**config.mk**
```make
export PLATFORM = sky130hd
export DESIGN_NAME = sorted_list_insert_delete_flat
export DESIGN_NICKNAME = d
export VERILOG_FILES = /design/src/hdl/sli_pkg.sv /design/src/hdl/sli_if.sv /design/src/hdl/sli_ram.sv /design/src/hdl/sli_ctrl.sv /design/src/hdl/sorted_list_insert_delete.sv /design/src/flat_wrapper.sv
export SDC_FILE = /design/constraint.sdc
export NUM_CORES = 2
export LEC_CHECK = 0
export BUFFER_PORTS_ARGS = -buffer_cell sky130_fd_sc_hd__buf_2
export CAP_MARGIN = 20
export CORE_MARGIN = 3
export CORE_UTILIZATION = 30
export CTS_CLUSTER_SIZE = 24
export DETAILED_ROUTE_END_ITERATION = 10
export PLACE_DENSITY = 0.41
export SYNTH_ARGS = -nofsm -noshare
export SYNTH_HDL_FRONTEND = slang
export SYNTH_HIERARCHICAL = 1
export SYNTH_SLANG_ARGS = --single-unit
```
**constraint.sdc**
```tcl
create_clock -name i_clk -period 15.2 [get_ports i_clk]
set_input_delay 3.8 -clock i_clk [delete_from_list [all_inputs] [get_ports i_clk]]
set_output_delay 3.8 -clock i_clk [all_outputs]
set_load 0.01 [all_outputs]
```
**src/hdl/sli_pkg.sv**
```systemverilog
// Package: sizes, codes and shared types of the sorted list store.
`default_nettype none
package sli_pkg;
    localparam int CAPACITY = 32;
    localparam int IDX_W    = $clog2(CAPACITY);
    localparam int CNT_W    = $clog2(CAPACITY + 1);
    localparam int VAL_W    = 32;
    localparam int OP_W     = 2;
    localparam int ST_W     = 2;
    localparam int OCC_W    = 6;

    localparam logic [OP_W-1:0] OP_INSERT = 2'd0;
    localparam logic [OP_W-1:0] OP_DELETE = 2'd1;
    localparam logic [OP_W-1:0] OP_DUMP   = 2'd2;

    localparam logic [ST_W-1:0] ST_OK       = 2'd0;
    localparam logic [ST_W-1:0] ST_FULL     = 2'd1;
    localparam logic [ST_W-1:0] ST_NOTFOUND = 2'd2;
    localparam logic [ST_W-1:0] ST_EMPTY    = 2'd3;

    typedef struct packed {
        logic                    we;
        logic [IDX_W-1:0]        waddr;
        logic signed [VAL_W-1:0] wdata;
        logic                    re;
        logic [IDX_W-1:0]        raddr;
    } t_mem_req;

    typedef struct packed {
        logic                    vld;
        logic signed [VAL_W-1:0] entry_value;
        logic [ST_W-1:0]         status;
        logic                    last;
        logic [OCC_W-1:0]        occupancy;
    } t_res;
endpackage
`default_nettype wire

```
**src/hdl/sli_if.sv**
```systemverilog
// Interfaces: request and result channels of the sorted list store.
`default_nettype none
interface sli_in_if import sli_pkg::*; ();
    logic                    valid;
    logic                    ready;
    logic [OP_W-1:0]         opcode;
    logic signed [VAL_W-1:0] value;
    modport source (output valid, output opcode, output value, input ready);
    modport sink   (input valid, input opcode, input value, output ready);
endinterface

interface sli_out_if import sli_pkg::*; ();
    logic                    valid;
    logic                    ready;
    logic signed [VAL_W-1:0] entry_value;
    logic [ST_W-1:0]         status;
    logic                    last;
    logic [OCC_W-1:0]        occupancy;
    modport source (output valid, output entry_value, output status, output last,
                    output occupancy, input ready);
    modport sink   (input valid, input entry_value, input status, input last,
                    input occupancy, output ready);
endinterface
`default_nettype wire

```
**src/hdl/sli_ram.sv**
```systemverilog
// Generic single-port-write, registered-read RAM holding the sorted entries.
`default_nettype none
module sli_ram #(
    parameter int DEPTH = 32,
    parameter int WIDTH = 32
) (
    input  wire logic                     i_clk,
    input  wire logic                     i_we,
    input  wire logic [$clog2(DEPTH)-1:0] i_waddr,
    input  wire logic [WIDTH-1:0]         i_wdata,
    input  wire logic                     i_re,
    input  wire logic [$clog2(DEPTH)-1:0] i_raddr,
    output      logic [WIDTH-1:0]         o_rdata
);
    logic [WIDTH-1:0] r_mem [DEPTH];

    always_ff @(posedge i_clk) begin
        if (i_we) begin
            r_mem[i_waddr] <= i_wdata;
        end
        if (i_re) begin
            o_rdata <= r_mem[i_raddr];
        end
    end
endmodule
`default_nettype wire

```
**src/hdl/sli_ctrl.sv**
```systemverilog
// Sequencer: scans, shifts and dumps the entries through the RAM.
`default_nettype none
module sli_ctrl import sli_pkg::*; (
    input  wire logic                    i_clk,
    input  wire logic                    i_rst_n,
    sli_in_if.sink                       i_req,
    input  wire logic                    i_slot_free,
    input  wire logic signed [VAL_W-1:0] i_rdata,
    output      t_mem_req                o_mem,
    output      t_res                    o_push
);
    localparam logic [2:0] S_IDLE   = 3'd0;
    localparam logic [2:0] S_INS    = 3'd1;
    localparam logic [2:0] S_PUT    = 3'd2;
    localparam logic [2:0] S_DFIND  = 3'd3;
    localparam logic [2:0] S_DSHIFT = 3'd4;
    localparam logic [2:0] S_DUMP   = 3'd5;
    localparam logic [2:0] S_RES    = 3'd6;

    logic [2:0]              r_state, n_state;
    logic [IDX_W-1:0]        r_idx, n_idx;
    logic [CNT_W-1:0]        r_cnt, n_cnt;
    logic signed [VAL_W-1:0] r_val, n_val;
    logic [ST_W-1:0]         r_st, n_st;
    logic                    w_last;
    logic [IDX_W-1:0]        w_top;

    assign i_req.ready = (r_state == S_IDLE);
    assign w_last = ((CNT_W'(r_idx) + CNT_W'(1)) == r_cnt);
    assign w_top  = IDX_W'(r_cnt - CNT_W'(1));

    always_comb begin
        n_state = r_state;
        n_idx   = r_idx;
        n_cnt   = r_cnt;
        n_val   = r_val;
        n_st    = r_st;
        o_mem   = '0;
        o_push  = '0;
        case (r_state)
            S_IDLE: begin
                if (i_req.valid) begin
                    n_val = i_req.value;
                    n_st  = ST_OK;
                    case (i_req.opcode)
                        OP_INSERT: begin
                            if (r_cnt == CNT_W'(CAPACITY)) begin
                                n_st    = ST_FULL;
                                n_state = S_RES;
                            end else if (r_cnt == '0) begin
                                o_mem.we    = 1'b1;
                                o_mem.waddr = '0;
                                o_mem.wdata = i_req.value;
                                n_cnt       = CNT_W'(1);
                                n_state     = S_RES;
                            end else begin
                                o_mem.re    = 1'b1;
                                o_mem.raddr = w_top;
                                n_idx       = w_top;
                                n_state     = S_INS;
                            end
                        end
                        OP_DELETE: begin
                            if (r_cnt == '0) begin
                                n_st    = ST_NOTFOUND;
                                n_state = S_RES;
                            end else begin
                                o_mem.re    = 1'b1;
                                o_mem.raddr = '0;
                                n_idx       = '0;
                                n_state     = S_DFIND;
                            end
                        end
                        OP_DUMP: begin
                            if (r_cnt == '0) begin
                                n_st    = ST_EMPTY;
                                n_state = S_RES;
                            end else begin
                                o_mem.re    = 1'b1;
                                o_mem.raddr = '0;
                                n_idx       = '0;
                                n_state     = S_DUMP;
                            end
                        end
                        default: begin
                            n_state = S_RES;
                        end
                    endcase
                end
            end
            S_INS: begin
                if (r_val < i_rdata) begin
                    o_mem.we    = 1'b1;
                    o_mem.waddr = IDX_W'(r_idx + 1'b1);
                    o_mem.wdata = i_rdata;
                    if (r_idx == '0) begin
                        n_state = S_PUT;
                    end else begin
                        o_mem.re    = 1'b1;
                        o_mem.raddr = IDX_W'(r_idx - 1'b1);
                        n_idx       = IDX_W'(r_idx - 1'b1);
                    end
                end else begin
                    o_mem.we    = 1'b1;
                    o_mem.waddr = IDX_W'(r_idx + 1'b1);
                    o_mem.wdata = r_val;
                    n_cnt       = CNT_W'(r_cnt + 1'b1);
                    n_state     = S_RES;
                end
            end
            S_PUT: begin
                o_mem.we    = 1'b1;
                o_mem.waddr = '0;
                o_mem.wdata = r_val;
                n_cnt       = CNT_W'(r_cnt + 1'b1);
                n_state     = S_RES;
            end
            S_DFIND: begin
                if (i_rdata == r_val) begin
                    if (w_last) begin
                        n_cnt   = CNT_W'(r_cnt - 1'b1);
                        n_state = S_RES;
                    end else begin
                        o_mem.re    = 1'b1;
                        o_mem.raddr = IDX_W'(r_idx + 1'b1);
                        n_idx       = IDX_W'(r_idx + 1'b1);
                        n_state     = S_DSHIFT;
                    end
                end else if (w_last) begin
                    n_st    = ST_NOTFOUND;
                    n_state = S_RES;
                end else begin
                    o_mem.re    = 1'b1;
                    o_mem.raddr = IDX_W'(r_idx + 1'b1);
                    n_idx       = IDX_W'(r_idx + 1'b1);
                end
            end
            S_DSHIFT: begin
                o_mem.we    = 1'b1;
                o_mem.waddr = IDX_W'(r_idx - 1'b1);
                o_mem.wdata = i_rdata;
                if (w_last) begin
                    n_cnt   = CNT_W'(r_cnt - 1'b1);
                    n_state = S_RES;
                end else begin
                    o_mem.re    = 1'b1;
                    o_mem.raddr = IDX_W'(r_idx + 1'b1);
                    n_idx       = IDX_W'(r_idx + 1'b1);
                end
            end
            S_DUMP: begin
                if (i_slot_free) begin
                    o_push.vld         = 1'b1;
                    o_push.entry_value = i_rdata;
                    o_push.status      = ST_OK;
                    o_push.last        = w_last;
                    o_push.occupancy   = OCC_W'(r_cnt);
                    if (w_last) begin
                        n_state = S_IDLE;
                    end else begin
                        o_mem.re    = 1'b1;
                        o_mem.raddr = IDX_W'(r_idx + 1'b1);
                        n_idx       = IDX_W'(r_idx + 1'b1);
                    end
                end
            end
            S_RES: begin
                if (i_slot_free) begin
                    o_push.vld         = 1'b1;
                    o_push.entry_value = '0;
                    o_push.status      = r_st;
                    o_push.last        = 1'b1;
                    o_push.occupancy   = OCC_W'(r_cnt);
                    n_state            = S_IDLE;
                end
            end
            default: begin
                n_state = S_IDLE;
            end
        endcase
    end

    always_ff @(posedge i_clk) begin
        if (!i_rst_n) begin
            r_state <= S_IDLE;
            r_cnt   <= '0;
        end else begin
            r_state <= n_state;
            r_cnt   <= n_cnt;
        end
        r_idx <= n_idx;
        r_val <= n_val;
        r_st  <= n_st;
    end
endmodule
`default_nettype wire

```
**src/hdl/sorted_list_insert_delete.sv**
```systemverilog
// Top level: sorted list store with RAM, sequencer and output register.
//
//   channel  dir  payload                                  handshake
//   i_req    in   opcode, value                            valid / ready
//   o_res    out  entry_value, status, last, occupancy     valid / ready
//
// Insert: shifts each larger entry up by one from the top, then writes the value;
// an empty store takes it directly, a full one reports FULL. Delete: scans from
// the bottom for a match, then shifts the later entries down. Dump: one result per entry.
// Each step is at most one RAM read and one write, paced by the registered read.
// Reset empties the store at once; no clearing pass.
// A stalled output holds the result register; a dump pauses until it drains.
`default_nettype none
module sorted_list_insert_delete import sli_pkg::*; (
    input  wire logic i_clk,
    input  wire logic i_rst_n,
    sli_in_if.sink    i_req,
    sli_out_if.source o_res
);
    t_mem_req                w_mem;
    t_res                    w_push;
    logic signed [VAL_W-1:0] w_rdata;
    logic                    w_slot_free;

    logic                    r_vld;
    logic signed [VAL_W-1:0] r_entry;
    logic [ST_W-1:0]         r_st;
    logic                    r_last;
    logic [OCC_W-1:0]        r_occ;

    assign w_slot_free = !r_vld || o_res.ready;

    sli_ram #(
        .DEPTH (CAPACITY),
        .WIDTH (VAL_W)
    ) u_ram (
        .i_clk   (i_clk),
        .i_we    (w_mem.we),
        .i_waddr (w_mem.waddr),
        .i_wdata (w_mem.wdata),
        .i_re    (w_mem.re),
        .i_raddr (w_mem.raddr),
        .o_rdata (w_rdata)
    );

    sli_ctrl u_ctrl (
        .i_clk       (i_clk),
        .i_rst_n     (i_rst_n),
        .i_req       (i_req),
        .i_slot_free (w_slot_free),
        .i_rdata     (w_rdata),
        .o_mem       (w_mem),
        .o_push      (w_push)
    );

    always_ff @(posedge i_clk) begin
        if (!i_rst_n) begin
            r_vld <= 1'b0;
        end else if (w_push.vld) begin
            r_vld <= 1'b1;
        end else if (o_res.ready) begin
            r_vld <= 1'b0;
        end
        if (w_push.vld) begin
            r_entry <= w_push.entry_value;
            r_st    <= w_push.status;
            r_last  <= w_push.last;
            r_occ   <= w_push.occupancy;
        end
    end

    assign o_res.valid       = r_vld;
    assign o_res.entry_value = r_entry;
    assign o_res.status      = r_st;
    assign o_res.last        = r_last;
    assign o_res.occupancy   = r_occ;

`ifndef SYNTHESIS
    a_push_slot: assert property (@(posedge i_clk) disable iff (!i_rst_n)
        w_push.vld |-> w_slot_free)
        else $error("result pushed into an occupied output register");

    a_status_form: assert property (@(posedge i_clk) disable iff (!i_rst_n)
        (w_push.vld && w_push.status != ST_OK) |-> (w_push.last && w_push.entry_value == '0))
        else $error("status result without last or with nonzero entry");

    a_busy_after_accept: assert property (@(posedge i_clk) disable iff (!i_rst_n)
        (i_req.valid && i_req.ready) |=> !i_req.ready)
        else $error("request taken while previous one still in work");

    a_no_mem_conflict: assert property (@(posedge i_clk) disable iff (!i_rst_n)
        (w_mem.we && w_mem.re) |-> (w_mem.waddr != w_mem.raddr))
        else $error("RAM read and write to the same entry in one cycle");
`endif
endmodule
`default_nettype wire

```
**src/flat_wrapper.sv**
```systemverilog
// flat-port wrapper written by rule: the top's interface ports become plain ports
module sorted_list_insert_delete_flat import sli_pkg::*;
  (i_clk, i_rst_n, i_req_valid, i_req_opcode, i_req_value, i_req_ready, o_res_valid, o_res_entry_value, o_res_status, o_res_last, o_res_occupancy, o_res_ready);
  sli_in_if i_req_i ();
  sli_out_if o_res_i ();
  input  wire logic i_clk;
  input  wire logic i_rst_n;
  input wire logic [$bits(i_req_i.valid)-1:0] i_req_valid;
  input wire logic [$bits(i_req_i.opcode)-1:0] i_req_opcode;
  input wire logic [$bits(i_req_i.value)-1:0] i_req_value;
  output wire logic [$bits(i_req_i.ready)-1:0] i_req_ready;
  output wire logic [$bits(o_res_i.valid)-1:0] o_res_valid;
  output wire logic [$bits(o_res_i.entry_value)-1:0] o_res_entry_value;
  output wire logic [$bits(o_res_i.status)-1:0] o_res_status;
  output wire logic [$bits(o_res_i.last)-1:0] o_res_last;
  output wire logic [$bits(o_res_i.occupancy)-1:0] o_res_occupancy;
  input wire logic [$bits(o_res_i.ready)-1:0] o_res_ready;
  assign i_req_i.valid = i_req_valid;
  assign i_req_i.opcode = i_req_opcode;
  assign i_req_i.value = i_req_value;
  assign i_req_ready = i_req_i.ready;
  assign o_res_valid = o_res_i.valid;
  assign o_res_entry_value = o_res_i.entry_value;
  assign o_res_status = o_res_i.status;
  assign o_res_last = o_res_i.last;
  assign o_res_occupancy = o_res_i.occupancy;
  assign o_res_i.ready = o_res_ready;
  sorted_list_insert_delete u_core (.i_clk(i_clk), .i_rst_n(i_rst_n), .i_req(i_req_i), .o_res(o_res_i));
endmodule
```
==> flow_summary_export.csv <==
group,metric,value,unit
run_status,status,"finished clean",
sta,slew_headroom,0.230,
floorplan,core_area,0.155,sq mm
placed_design,dp_hpwl,72700,microns
critical_path,ff2ff_path_depth,18,
cts,cts_tree,"done",
synthesis,synth_seq_cells,1146,
synthesis,ys_async_sr_fraction,0,
critical_path,crit_path_end_kind,"register",
sta,fin_skew,0.0352,ns
critical_path,critical_path.most_common_cell,"buf_4",
synthesis,postSynthAreaPerCell,16.2,sq um
cts,holdBufCountCts,0,
sta,setup_tns,0,ns
critical_path,crit_family,"buffers and inverters",
critical_path,cp_slowest_stage_delay,0.84,ns
power,ir_drop,0.000291,V
global_routing,grt_use_total,0.176,
global_routing,grt_antenna_before_repair,4,
routing,wirelength,145000,microns
cts,cts_buffers,130,
placed_design,routabilityCongestion,0.812,
layout,layout.nets,3114,
job,cap_viol_max_count,0,
critical_path,critPathArrivalTime,8.75,ns
routing,drt-initial-drc-count,2109,
cts,clock-root-buffer,"clkbuf_16",
sta,worstMarginPinSlew,1.16,ns
routing,ant_nets,0,
placed_design,placed_area,0.0499,sq mm
synthesis,synth.distinct_cells,72,
synthesis,synth-seq-area-share,0.729,
floorplan,die-area,0.162,sq mm
synthesis,yosys_warnings,6,
global_routing,first_global_vias,26500,
critical_path,cp_max_fo,132,
worst_hold_path,min_path_type,"reg2reg",
cts,cts.sinks,1146,
synthesis,synth_cells,2910,
synthesis,ys.flop_type,"edfxtp_1",
sta,hold_viol,0,
cts,insertion_delay,0.76,ns
layout,fin_util,0.353,
sta,setup_viol,0,
routing,vias,26600,
synthesis,synthesis.nets,2988,
cts,cts_max_level,4,
critical_path,crit_type,"in2reg",
worst_hold_path,whs_path_depth,2,
placed_design,dp.cells,4925,
routing,wl_per_cell,28.0,microns
power,p_leak,17.4,nW
routing,drc,0,
critical_path,critPathSlowestCell,"buf_4",
floorplan,die_x,402,microns
critical_path,crit_chain,"buf_2, nand2b_4, nand2_1, buf_4, nor2_1, nor2_1, a21oi_1, a21oi_1, o22ai_4, buf_12, buf_4, buf_4, mux2i_1, a22o_1, nor3_1, a31oi_1, nand3_1",
floorplan,io_pins,81,
global_routing,grt_overflow,0,
power,powerDensity,217,mW/mm^2
sta,period_minus_slack,8.28,ns
layout,layout.cells.non_filler,5176,
layout,fin_area,0.0547,sq mm
critical_path,path_buf_inv,5,
floorplan,die_h,402,microns
critical_path,start_kind,"input pin",
global_routing,grt_start_max_net_pins,133,
critical_path,crit_cells,17,
floorplan,fp-row-count,144,
routing,firstDrtPassIters,5,
synthesis,synth_edf_count,1136,
cts,cts_max_path_buffers,3,
sta,post-route-period-util,0.545,
floorplan,start_util,0.304,
layout,syn_to_final_growth,16.2,%
critical_path,cp.required,15.67,ns
global_routing,grt_pass1_wl,203000,microns
cts,post_cts_buffers,0,
sta,slew_viol_final,0,
synthesis,syn_area,0.0471,sq mm
sta,fmax,0.121,GHz
cts,cts-resized-gates,0,
cts,cts.clk_slew.worst_paths,0.06,ns
routing,vias_per_cell,5.13,
placed_design,io_buffers,80,
sta,rsz0062_at_grt,"false",
layout,drive_gt1_frac,0.134,
-- tightest hold or removal path: stages (launching register included) --
cell and delay [ns]:
dfxtp_1 0.33, nand2b_4 0.11, a21boi_2 0.06
-- state kept, by name, indices dropped and copies added, names as in the netlist --
register,flops
u_core/u_ctrl/r_cnt,6
u_core/o_res.last,1
u_core/o_res.entry_value,32
u_core/u_ctrl/r_idx,5
u_core/o_res.occupancy,6
u_core/u_ram/r_mem,1024
u_core/u_ctrl/r_state,3
u_core/u_ctrl/r_st,2
u_core/o_res.status,2
u_core/u_ram/o_rdata,32
u_core/u_ctrl/r_val,32
u_core/o_res.valid,1
-- cells in the mapped netlist (3+ instances only) --
master / count / area share
edfxtp_1: 1136 / 0.72
mux2i_1: 518 / 0.11
nand2_1: 140 / 0.011
a21oi_1: 134 / 0.014
nand3_1: 109 / 0.012
a22oi_1: 99 / 0.016
nor2_1: 74 / 0.0059
nor3_1: 70 / 0.0074
clkbuf_1: 67 / 0.0053
a22o_1: 65 / 0.012
inv_1: 48 / 0.0038
and2_1: 41 / 0.0054
nor2b_1: 41 / 0.0054
ha_1: 40 / 0.011
a221o_1: 36 / 0.0077
buf_4: 36 / 0.0057
a31oi_1: 34 / 0.0045
buf_2: 34 / 0.0036
buf_6: 22 / 0.0053
o21ai_0: 20 / 0.0021
buf_1: 10 / 0.00080
dfxtp_1: 10 / 0.0043
nand2b_1: 9 / 0.0012
nand4_1: 9 / 0.0012
a221oi_1: 8 / 0.0015
xnor2_1: 7 / 0.0013
o221ai_1: 6 / 0.0011
or3_1: 6 / 0.00080
nand3b_1: 5 / 0.00080
o211ai_1: 4 / 0.00064
o21ai_2: 4 / 0.00074
o22ai_1: 4 / 0.00053
or2_2: 4 / 0.00053
a211oi_1: 3 / 0.00048
and3_1: 3 / 0.00040
and4_1: 3 / 0.00056
nor4_1: 3 / 0.00040
o21a_1: 3 / 0.00048
o21ai_1: 3 / 0.00032
or3b_2: 3 / 0.00056
-- power by group --
part           switching [mW]  internal (mW)
clock                    1.25           1.84
sequential              0.173           4.37
combinational            2.85           1.39
-- per-stage QoR --
step           power, mW  hold slack (ns)  worst slack, ns
3_5_place_dp        8.66            0.557             6.03
6_report            11.9            0.557             6.92
2_1_floorplan       7.15            0.512             7.53
3_3_place_gp        8.60            0.532             6.18
5_1_grt             12.4            0.595             6.51
4_1_cts             11.8            0.564             6.88
-- path summary, 6_finish.rpt --
check	from	to	slack, ns
setup / recovery	o_res_ready	u_core/u_ram/o_rdata[18]	6.92
hold / removal	u_core/o_res.valid	u_core/o_res.valid	0.56
hold reg to reg	u_core/o_res.valid	u_core/o_res.valid	0.56
setup reg to reg	u_core/u_ram/o_rdata[21]	u_core/u_ram/o_rdata[18]	8.35
-- final cells by class --
| class | instances | area [sq um] |
|---|---|---|
| repair buffers | 165 | 1520 |
| inverters | 48 | 180 |
| clock inverters | 66 | 702 |
| flip-flops and latches | 1146 | 34300 |
| diodes | 1 | 2.50 |
| well taps | 2044 | 2560 |
| clock buffers | 161 | 3500 |
| multi-input cells | 1545 | 11900 |
| fillers | 14600 | 100000 |
-- placed cells by master, fill, tap and decap left out, types with 5 or more instances in the layout --
cell type	n
a22oi_1	99
buf_4	57
nand2_1	138
clkinv_2	20
edfxtp_1	1136
inv_1	48
a31oi_1	34
a21oi_1	133
nand3_1	109
nor2b_1	39
xnor2_1	7
a22o_1	65
ha_1	40
nand4_1	9
nand3b_1	5
nand2b_1	6
o21ai_0	19
clkbuf_1	25
clkbuf_16	138
or3_1	6
buf_12	5
buf_2	80
nor3_1	70
mux2i_1	518
o221ai_1	6
a221o_1	36
nor2_4	34
clkinv_1	21
and2_1	40
a221oi_1	8
nor2_1	41
bufinv_16	12
buf_16	18
dfxtp_1	9
-- routing by layer --
| metal | vias to the layer above | wire [microns] | GRT usage |
|---|---|---|---|
| li1 | 11700 | - | - |
| met1 | 14000 | 66600 | 0.244 |
| met2 | 724 | 69300 | 0.290 |
| met3 | 166 | 6250 | 0.0248 |
| met4 | 0 | 2580 | 0.0439 |
| met5 | - | 0 | 0 |
-- logic make-up after synthesis --
group / share of synthesized area
fa+ha+maj: 0.0106
compound gates: 0.0670
mux: 0.111
flops: 0.729
buf+inv: 0.0249
xor+xnor: 0.00237
simple gates: 0.0557
No activity file was read; power rests on OpenSTA's default activity.
